[src/rtl/core/bol_pkg.sv]
// Package for the bounded ordered list: sizes, codes, transfer structs and
// the controller/datapath command and status groups. No dependencies.
package bol_pkg;

	// Sizing
	localparam int CAPACITY = 16;
	localparam int ADDR_W   = $clog2(CAPACITY);
	localparam int CNT_W    = $clog2(CAPACITY + 1);
	localparam int DATA_W   = 32;
	localparam int POS_W    = 8;
	localparam int COUNT_W  = 7;

	typedef enum logic [1:0] {
		OP_PUSH_BACK  = 2'd0,
		OP_PUSH_FRONT = 2'd1,
		OP_DELETE     = 2'd2,
		OP_READ_ALL   = 2'd3
	} op_t;

	typedef enum logic [1:0] {
		ST_OK    = 2'd0,
		ST_EMPTY = 2'd1,
		ST_FULL  = 2'd2,
		ST_BADIX = 2'd3
	} status_t;

	typedef enum logic [1:0] {
		S_IDLE  = 2'd0,
		S_EXEC  = 2'd1,
		S_SHIFT = 2'd2,
		S_READ  = 2'd3
	} state_t;

	// Input transfer
	typedef struct packed {
		op_t                       op;
		logic signed [DATA_W-1:0]  value;
		logic        [POS_W-1:0]   position;
	} in_item_t;

	// Result transfer
	typedef struct packed {
		logic signed [DATA_W-1:0]  data;
		status_t                   status;
		logic        [COUNT_W-1:0] element_count;
		logic                      is_last;
	} out_item_t;

	// Controller to datapath
	typedef struct packed {
		logic    load;
		logic    wr_back;
		logic    wr_front;
		logic    dec_count;
		logic    shift_start;
		logic    shift_step;
		logic    read_start;
		logic    read_step;
		logic    emit;
		logic    emit_data;
		status_t emit_status;
	} ctrl_t;

	// Datapath to controller
	typedef struct packed {
		op_t  op;
		logic empty;
		logic full;
		logic pos_bad;
		logic pos_last;
		logic shift_end;
		logic read_last;
	} stat_t;

	// Physical slot of a logical position, relative to the head slot.
	// lidx may equal CAPACITY, so the sum stays below twice CAPACITY.
	function automatic logic [ADDR_W-1:0] phys(input logic [ADDR_W-1:0] head,
		input logic [CNT_W-1:0] lidx);
		logic [CNT_W:0] sum;
		sum = (CNT_W+1)'(head) + (CNT_W+1)'(lidx);
		if (sum >= (CNT_W+1)'(CAPACITY)) begin
			sum = sum - (CNT_W+1)'(CAPACITY);
		end
		return sum[ADDR_W-1:0];
	endfunction

endpackage

[src/rtl/core/bol_ram.sv]
// Generic simple dual-port RAM: one write port, one read port, read data
// registered. No dependencies.
module bol_ram #(
	parameter int WIDTH = 32,
	parameter int DEPTH = 16
) (
	input  logic                     clk,
	input  logic                     we,
	input  logic [$clog2(DEPTH)-1:0] waddr,
	input  logic [WIDTH-1:0]         wdata,
	input  logic [$clog2(DEPTH)-1:0] raddr,
	output logic [WIDTH-1:0]         rdata
);

	logic [WIDTH-1:0] mem [DEPTH];

	// Write port
	always_ff @(posedge clk) begin
		if (we) begin
			mem[waddr] <= wdata;
		end
	end

	// Registered read port
	always_ff @(posedge clk) begin
		rdata <= mem[raddr];
	end

endmodule

[src/rtl/core/bol_ctrl.sv]
// Controller for the bounded ordered list: sequences push, delete-with-shift
// and read-out. Depends on bol_pkg.
module bol_ctrl (
	input  logic           clk,
	input  logic           arst_n,
	input  logic           start,
	input  bol_pkg::stat_t stat,
	output bol_pkg::ctrl_t ctrl,
	output logic           busy
);
	import bol_pkg::*;

	state_t state_q;
	state_t state_nxt;

	// State register
	always_ff @(posedge clk or negedge arst_n) begin
		if (!arst_n) begin
			state_q <= S_IDLE;
		end else begin
			state_q <= state_nxt;
		end
	end

	// Next state
	always_comb begin
		state_nxt = state_q;
		case (state_q)
			S_IDLE: begin
				if (start) state_nxt = S_EXEC;
			end
			S_EXEC: begin
				state_nxt = S_IDLE;
				if (stat.op == OP_DELETE && !stat.empty && !stat.pos_bad && !stat.pos_last)
					state_nxt = S_SHIFT;
				if (stat.op == OP_READ_ALL && !stat.empty)
					state_nxt = S_READ;
			end
			S_SHIFT: begin
				if (stat.shift_end) state_nxt = S_IDLE;
			end
			S_READ: begin
				if (stat.read_last) state_nxt = S_IDLE;
			end
			default: state_nxt = S_IDLE;
		endcase
	end

	// Outputs
	always_comb begin
		ctrl             = '0;
		ctrl.emit_status = ST_OK;
		case (state_q)
			S_IDLE: begin
				ctrl.load = start;
			end
			S_EXEC: begin
				case (stat.op)
					OP_PUSH_BACK, OP_PUSH_FRONT: begin
						ctrl.emit = 1'b1;
						if (stat.full) begin
							ctrl.emit_status = ST_FULL;
						end else begin
							ctrl.wr_back  = (stat.op == OP_PUSH_BACK);
							ctrl.wr_front = (stat.op == OP_PUSH_FRONT);
						end
					end
					OP_DELETE: begin
						if (stat.empty) begin
							ctrl.emit        = 1'b1;
							ctrl.emit_status = ST_EMPTY;
						end else if (stat.pos_bad) begin
							ctrl.emit        = 1'b1;
							ctrl.emit_status = ST_BADIX;
						end else if (stat.pos_last) begin
							ctrl.emit      = 1'b1;
							ctrl.dec_count = 1'b1;
						end else begin
							ctrl.shift_start = 1'b1;
						end
					end
					OP_READ_ALL: begin
						if (stat.empty) begin
							ctrl.emit        = 1'b1;
							ctrl.emit_status = ST_EMPTY;
						end else begin
							ctrl.read_start = 1'b1;
						end
					end
					default: ctrl.emit = 1'b0;
				endcase
			end
			S_SHIFT: begin
				ctrl.shift_step = 1'b1;
				if (stat.shift_end) begin
					ctrl.dec_count = 1'b1;
					ctrl.emit      = 1'b1;
				end
			end
			S_READ: begin
				ctrl.read_step = 1'b1;
				ctrl.emit      = 1'b1;
				ctrl.emit_data = 1'b1;
			end
			default: ctrl.emit = 1'b0;
		endcase
	end

	assign busy = (state_q != S_IDLE);

endmodule

[src/rtl/core/bol_dpath.sv]
// Datapath for the bounded ordered list: circular element store, head and
// count registers, walk index and result register. Depends on bol_pkg, bol_ram.
module bol_dpath (
	input  logic               clk,
	input  logic               arst_n,
	input  bol_pkg::in_item_t  item,
	input  bol_pkg::ctrl_t     ctrl,
	output bol_pkg::stat_t     stat,
	output bol_pkg::out_item_t result,
	output logic               done
);
	import bol_pkg::*;

	in_item_t                 item_q;
	logic     [ADDR_W-1:0]    head_q;
	logic     [CNT_W-1:0]     count_q;
	logic     [CNT_W-1:0]     idx_q;
	out_item_t                res_q;
	logic                     done_q;

	logic                     we;
	logic     [ADDR_W-1:0]    waddr;
	logic     [DATA_W-1:0]    wdata;
	logic     [ADDR_W-1:0]    raddr;
	logic     [DATA_W-1:0]    rdata;
	logic     [ADDR_W-1:0]    head_dec;
	logic     [CNT_W-1:0]     count_nxt;

	assign head_dec = (head_q == '0) ? ADDR_W'(CAPACITY - 1) : head_q - 1'b1;

	// Element count after the current operation
	always_comb begin
		count_nxt = count_q;
		if (ctrl.wr_back || ctrl.wr_front) count_nxt = count_q + 1'b1;
		if (ctrl.dec_count)                count_nxt = count_q - 1'b1;
	end

	// Status to the controller
	always_comb begin
		stat.op        = item_q.op;
		stat.empty     = (count_q == '0);
		stat.full      = (count_q == CNT_W'(CAPACITY));
		stat.pos_bad   = (item_q.position == '0) || (item_q.position > POS_W'(count_q));
		stat.pos_last  = (item_q.position == POS_W'(count_q));
		stat.shift_end = ((CNT_W+1)'(idx_q) + (CNT_W+1)'(2)) == (CNT_W+1)'(count_q);
		stat.read_last = ((CNT_W+1)'(idx_q) + (CNT_W+1)'(1)) == (CNT_W+1)'(count_q);
	end

	// Store addressing: pushes and shift write-back, prefetch for shift and read-out
	always_comb begin
		we    = ctrl.wr_back || ctrl.wr_front || ctrl.shift_step;
		waddr = phys(head_q, idx_q);
		wdata = rdata;
		if (ctrl.wr_back) begin
			waddr = phys(head_q, count_q);
			wdata = item_q.value;
		end else if (ctrl.wr_front) begin
			waddr = head_dec;
			wdata = item_q.value;
		end
		raddr = head_q;
		if (ctrl.shift_start) raddr = phys(head_q, item_q.position[CNT_W-1:0]);
		if (ctrl.shift_step)  raddr = phys(head_q, idx_q + CNT_W'(2));
		if (ctrl.read_step)   raddr = phys(head_q, idx_q + CNT_W'(1));
	end

	bol_ram #(
		.WIDTH(DATA_W),
		.DEPTH(CAPACITY)
	) u_store (
		.clk   (clk),
		.we    (we),
		.waddr (waddr),
		.wdata (wdata),
		.raddr (raddr),
		.rdata (rdata)
	);

	// Control registers
	always_ff @(posedge clk or negedge arst_n) begin
		if (!arst_n) begin
			head_q  <= '0;
			count_q <= '0;
			idx_q   <= '0;
			done_q  <= 1'b0;
		end else begin
			count_q <= count_nxt;
			done_q  <= ctrl.emit;
			if (ctrl.wr_front)    head_q <= head_dec;
			if (ctrl.shift_start) idx_q  <= CNT_W'(item_q.position - 1'b1);
			if (ctrl.read_start)  idx_q  <= '0;
			if (ctrl.shift_step || ctrl.read_step) idx_q <= idx_q + 1'b1;
		end
	end

	// Latched item and result register
	always_ff @(posedge clk) begin
		if (ctrl.load) item_q <= item;
		if (ctrl.emit) begin
			res_q.data          <= ctrl.emit_data ? rdata : '0;
			res_q.status        <= ctrl.emit_status;
			res_q.element_count <= COUNT_W'(count_nxt);
			res_q.is_last       <= ctrl.emit_data ? stat.read_last : 1'b1;
		end
	end

	assign result = res_q;
	assign done   = done_q;

endmodule

[src/rtl/core/bounded_ordered_list.sv]
// Bounded ordered list of signed 32-bit values, top level.
// Accepts one operation per transfer: push back, push front, delete at a
// 1-based position, or read out all elements front to back.
// Channels: item is taken at a rising edge where start is high and busy is
// low. Each result appears on result for one cycle with done high; the
// receiver takes it at the edge that ends that cycle and cannot stall.
// A push, a failed delete, a delete of the back element and an
// empty read-out give their single result, emitted in the execute state.
// A delete at position p of n elements walks the store, moving n-p elements
// one slot forward, one per cycle through the store's single write port,
// and gives its result when the walk ends.
// A read-out of n elements gives n results in consecutive cycles, one per
// cycle as the registered read port streams the store.
// busy falls in the cycle of the last result, so the next item may be taken
// while that result is shown.
// Reset empties the list at once; the store itself is not cleared.
// Depends on bol_pkg, bol_ctrl, bol_dpath, bol_ram.
module bounded_ordered_list (
	input  logic               clk,
	input  logic               arst_n,
	input  logic               start,
	output logic               busy,
	input  bol_pkg::in_item_t  item,
	output bol_pkg::out_item_t result,
	output logic               done
);
	import bol_pkg::*;

	ctrl_t ctrl;
	stat_t stat;

	bol_ctrl u_ctrl (
		.clk    (clk),
		.arst_n (arst_n),
		.start  (start),
		.stat   (stat),
		.ctrl   (ctrl),
		.busy   (busy)
	);

	bol_dpath u_dpath (
		.clk    (clk),
		.arst_n (arst_n),
		.item   (item),
		.ctrl   (ctrl),
		.stat   (stat),
		.result (result),
		.done   (done)
	);

`ifndef SYNTHESIS
	// Held count never goes beyond capacity
	a_count_bound: assert property (@(posedge clk) disable iff (!arst_n)
		done |-> (result.element_count <= COUNT_W'(CAPACITY)))
		else $error("element count above capacity");

	// Status results always close their item
	a_status_last: assert property (@(posedge clk) disable iff (!arst_n)
		(done && result.status != ST_OK) |-> result.is_last)
		else $error("status result without last mark");

	// Read-out results follow each other without gaps
	a_readout_run: assert property (@(posedge clk) disable iff (!arst_n)
		(done && !result.is_last) |=> done)
		else $error("gap in read-out results");

	// A transfer keeps the block busy in the next cycle
	a_busy_after_start: assert property (@(posedge clk) disable iff (!arst_n)
		(start && !busy) |=> busy)
		else $error("not busy after transfer");
`endif

endmodule
[config.mk]
export PLATFORM = sky130hd
export DESIGN_NAME = bounded_ordered_list
export DESIGN_NICKNAME = d
export VERILOG_FILES = /design/src/rtl/core/bol_pkg.sv /design/src/rtl/core/bol_ram.sv /design/src/rtl/core/bol_ctrl.sv /design/src/rtl/core/bol_dpath.sv /design/src/rtl/core/bounded_ordered_list.sv
export SDC_FILE = /design/constraint.sdc
export NUM_CORES = 1
export LEC_CHECK = 0
export BUFFER_PORTS_ARGS = -buffer_cell sky130_fd_sc_hd__buf_4
export CORE_UTILIZATION = 45
export CTS_CLUSTER_DIAMETER = 100
export CTS_CLUSTER_SIZE = 10
export DETAILED_ROUTE_END_ITERATION = 10
export GPL_TIMING_DRIVEN = 0
export PLACE_DENSITY = 0.67
export SYNTH_ARGS = -nofsm -noshare
export SYNTH_HDL_FRONTEND = slang
export SYNTH_SLANG_ARGS = --single-unit
[constraint.sdc]
create_clock -name clk -period 5.6 [get_ports clk]
set_input_delay 0.84 -clock clk [delete_from_list [all_inputs] [get_ports clk]]
set_output_delay 0.84 -clock clk [all_outputs]
set_load 0.005 [all_outputs]
======== After elaboration in Yosys (flattened, before gate mapping) ========
Memories as Yosys holds them, arrays and structs flattened. A register that Yosys moved wholly into a read port is not among the register bits.
Cells that the tools add are included.
cells by class
  add/subtract/negate cells ............... 18
  order comparisons ....................... 6
  eq/ne operators ......................... 13
  muxes and demuxes ....................... 53
  reduce and logical (&&, ||, !) cells .... 20
operators by type and width
  kind                                                                                  number
  32-bit two-way mux                                                                    2
  4-bit two-way mux                                                                     11
  4-bit by 5-bit adder with 6-bit output                                                5
  6-bit by 5-bit greater-or-equal comparator with 1-bit output (second input constant)  5
  2-bit two-way mux                                                                     14
  5-bit two-way mux                                                                     5
  4-bit by 1-bit subtractor with 4-bit output (second input constant)                   6
  1-bit two-way mux                                                                     16
  6-bit by 5-bit == test with 1-bit output                                              2
  5-bit by 1-bit adder with 5-bit output (second input constant)                        2
  5-bit by 1-bit subtractor with 5-bit output (second input constant)                   2
  2-bit == test (second input constant)                                                 4
  8-bit by 5-bit == test with 1-bit output                                              1
  8-bit by 5-bit > comparator with 1-bit output                                         1
  8-bit zero test                                                                       1
  2-bit case mux with 4 select lines                                                    1
  5-bit by 1-bit adder with 6-bit output (second input constant)                        1
  5-bit by 2-bit adder with 6-bit output (second input constant)                        1
  1-bit case mux with 3 select lines                                                    2
  2-bit case mux with 3 select lines                                                    1
  5-bit by 2-bit adder with 5-bit output (second input constant)                        1
  5-bit == test (second input constant)                                                 1
  5-bit zero test                                                                       1
  2-bit by 1-bit == test with 1-bit output (second input constant)                      2
  other kinds (12)                                                                      22
word-level totals
  register bits after elaboration ......... 99
  memory bits (writable) .................. 512
  input bits .............................. 45
  memories kept ........................... 1
memories
  name                 depth  width  read ports  clocked after memory_dff  write ports  RTL line       source
  u_dpath.u_store.mem  16     32     1           1                         1            bol_ram.sv:15  logic [WIDTH-1:0] mem [DEPTH];

======== Depth between registers and ports, before layout ========
  word-level depth ........................ 9
  mapped depth ............................ 14
  mapped depth without buffers ............ 10

======== By module ========
From an unflattened synthesis, not the netlist that was laid out.
second synthesis, totals
  cell total of the unflattened synthesis .. 1261
  area, all modules ....................... 25224.2 um^2
modules (own cells, without submodules)
  module     times used  cells an instance  area an instance (um^2)  sequential area each (um^2)
  bol_ram    1           838                19835.3                  16015.4
  bol_dpath  1           382                5073.6                   2837.7
  bol_ctrl   1           41                 315.3                    50.0

======== Least setup slack after synthesis ========
No wires, ideal clock.
  kind .................................... register to register
  start ................................... register u_dpath.count_q[1]
  end ..................................... register u_dpath.res_q (netlist bit u_dpath.result[0]) (enable)
  library setup time ...................... 0.463 ns
  arrival ................................. 3.672 ns
  required time ........................... 5.137 ns
  setup slack ............................. 1.465 ns
  stages on the path, launching flop included .. 9
  path buffers ............................ 0
  period minus slack after synthesis ...... 4.135 ns
  cell sequence ........................... dfrtp_1 inv_1 ha_1 a21oi_1 o21ai_0 nor2_1 o211ai_1 nand2_1 a31oi_1
RTL lines
  what                      RTL line         source
  start: declaration        bol_dpath.sv:16  logic [CNT_W-1:0] count_q;
  start signal: assignment  bol_dpath.sv:87  count_q <= count_nxt;
  end: declaration          bol_dpath.sv:18  out_item_t res_q;

======== Final worst setup path ========
  start ................................... register u_dpath.count_q[1]
  end ..................................... memory u_dpath.u_store.mem[5][16] (enable)
between the ends
  longest elaborated chain between the ends .. 8
  elaborated cells between the ends (all ways) .. 14
  those cells by class .................... 2 x add/sub; 1 x order compare; 1 x eq/ne; 8 x mux; 2 x reduce/logical
RTL lines
  what                                                                            RTL line
  branches (longest 8 deep; another with 4-bit by 5-bit adder with 6-bit output)  n/a
  end: declaration                                                                bol_ram.sv:15
Parallel ways; which one is timed is not known.

==> metrics.txt <==
post-synthesis sequential area ratio 0.724; die width 243 um; Area growth, synth to finish 16.5%; most common cell after layout, fill and taps aside edfxtp_1; Power Total 0.0200 W; Clock Tree Root clkbuf_16; I/O pin cnt 89; Least-Margin Pin Slew 1.04 ns; CP endpoint kind flop; RR Startpoint u_dpath.count_q[1]; share of cells above drive strength 1 0.158; min cycle time layout 4.58 ns; Leak 10.7 nW; Initial DRC Count 1364; cell repeated most along the worst path nand2_1; CTS buffer count 74; fillers 4562; slowest stage cell on the critical path nor2_4; drt pass-1 iters 5; die height 243 um; final-report max-slew violation count 0; VDD IR-drop max 0.362 mV; yosys synthesis warning count 0; Yosys reg bits 643; GRT Total Usage 0.222; CTS Buffer Depth 3; hold crit path type primary input to async pin; GP Congestion 0.875; Post-synth EDFFs 594; Syn Inst Count 1690; crit-path leading delay family buffers and inverters; critical path arrival 4.87 ns; post-synth design cell area 26100 um2; Worst Path Class, Setup flop to flop; Hold Buf Count CTS 0; Core Region 56800 um2; Final Core Density 0.535; pre-CTS WS 1.08 ns; vias in the first global route 15800; die area 59000 um2; count of final hold-check violations 0; wire per inst 24.4 um; placed cell area 28300 um2; Post-route DRC 0; Final WS setup 1.02 ns; RSZ-0062 raised after global routing false; final hold slack 0.107 ns; commonest cells after routing, fill and taps aside edfxtp_1, nand2_1, clkbuf_1, a21oi_1, mux2i_1; clock skew 0.0158 ns; Post-CTS Resized 0; routed vias/inst 5.85; CTS tree done; Initial Util 0.460; Worst-path clk slew 0.06 ns; row cnt 87; asr flop ratio synth 0.0264; period utilization 0.817; Synth cell types 60; clk_lat worst skew 0.61 ns; crit path from u_dpath.count_q[1]; status finished, final reports clean; PwrDens 656 nW/um2; crit path max fanout 17; CTS sink count 643; DRT antenna net count 0; post-CTS setup buffer count 0; DP Wirelength 43300 um; grt total ovfl 0; syn avg cell area 15.5 um2; number of I/O port buffers 86; H-tree Lvls 3; biggest cell delay along the critical path 0.69 ns; final instance area 30400 um2; worst path bufs/invs 4; crit-path cells inv_1, ha_1, and3_1, a21oi_1, clkbuf_1, buf_1, nand2_1, o21ai_0, nand2_1, nor2_4, buf_16; initial antenna violation count 0; Final #Nets 1954; max cap viols 0; final setup vio count 0; nature of the critical path startpoint flop; vias post-DR 15700; largest net degree at the start of global routing 28; Fmax 0.219 GHz; DRT Wirelength 65500 um; Synth Flop Type edfxtp_1; critical path required time 5.90 ns; Slew HR 0.305; first-pass GRT wire length 97200 um
where the power goes:
part	leakage [nW]	switching [W]	internal, W
clock	1.01	0.00181	0.00251
combinational	3.76	0.00566	0.00260
sequential	5.89	0.000335	0.00705
total	10.7	0.00781	0.0122
cells by family after synthesis:
family	Yosys count	share of synthesized area
simple gates	365	0.0736
mux	135	0.0533
compound gates	336	0.0939
fa+ha+maj	37	0.0192
buf+inv	140	0.0250
xor+xnor	33	0.0111
flops	643	0.724
other cells	1	0.000144
Yosys cell counts, drive strengths merged, types with 16 or more instances:
master  count  area share
a211oi     66       0.025
a21oi     122       0.023
a221oi     96       0.032
and2       35      0.0084
and3       65       0.016
buf        43       0.011
clkbuf     73       0.010
dfrtp      17       0.016
dfxtp      32       0.025
edfxtp    594        0.68
ha         32       0.015
inv        24      0.0034
mux2       33       0.014
mux2i     102       0.039
nand2     132       0.019
nor2       31      0.0045
nor4       34      0.0081
o21ai      16      0.0031
or4        32      0.0092
xnor2      23      0.0077
layer usage:
metal | GRT usage | part of all wire | vias to the layer above
li1 | - | - | 7030
met1 | 0.292 | 0.41 | 7904
met2 | 0.362 | 0.49 | 672
met3 | 0.0425 | 0.076 | 109
met4 | 0.0882 | 0.030 | 0
met5 | 0 | 0 | -
area by class of cell:
| cell class | count | area [um2] | area share |
|---|---|---|---|
| Clock buffer | 130 | 2080 | 0.0685 |
| Timing Repair Buffer | 105 | 1100 | 0.0362 |
| Antenna cell | 1 | 2.50 | 0.0000822 |
| Buffer | 116 | 563 | 0.0185 |
| Sequential cell | 643 | 18900 | 0.621 |
| Multi-Input combinational cell | 908 | 6700 | 0.220 |
| Inverter | 24 | 90.1 | 0.00296 |
| Clock inverter | 3 | 37.5 | 0.00123 |
| Tap cell | 756 | 946 | 0.0311 |
through the flow:
step | setup TNS, ns | instances
after floorplan | 0 | 1691
after global placement | -303.90 | 2533
after detailed placement | 0 | 2552
after CTS | 0 | 2685
after global routing | 0 | 2685
final | 0 | 2686
path summary, 6_finish.rpt:
path,slack [ns],depth (start not counted),end
max in group asynchronous,5.28,1,u_dpath.count_q[3]
max reg2reg,1.02,11,u_dpath.u_store.mem[5][16]
max,1.02,11,u_dpath.u_store.mem[5][16]
min in group clk,0.41,1,u_dpath.item_q[5]
min,0.11,1,u_dpath.head_q[3]
min reg2reg,0.53,1,u_dpath.result[22]
sequential cells by signal, indices dropped and copies added (netlist names):
signal	cells
u_dpath.idx_q	5
u_ctrl.state_q	2
u_dpath.result	40
u_dpath.item_q	40
u_dpath.u_store.mem	512
u_dpath.head_q	4
u_dpath.count_q	5
u_dpath.stat	2
u_dpath.done	1
u_dpath.u_store.rdata	32
Power figures use the tool's default switching activity.
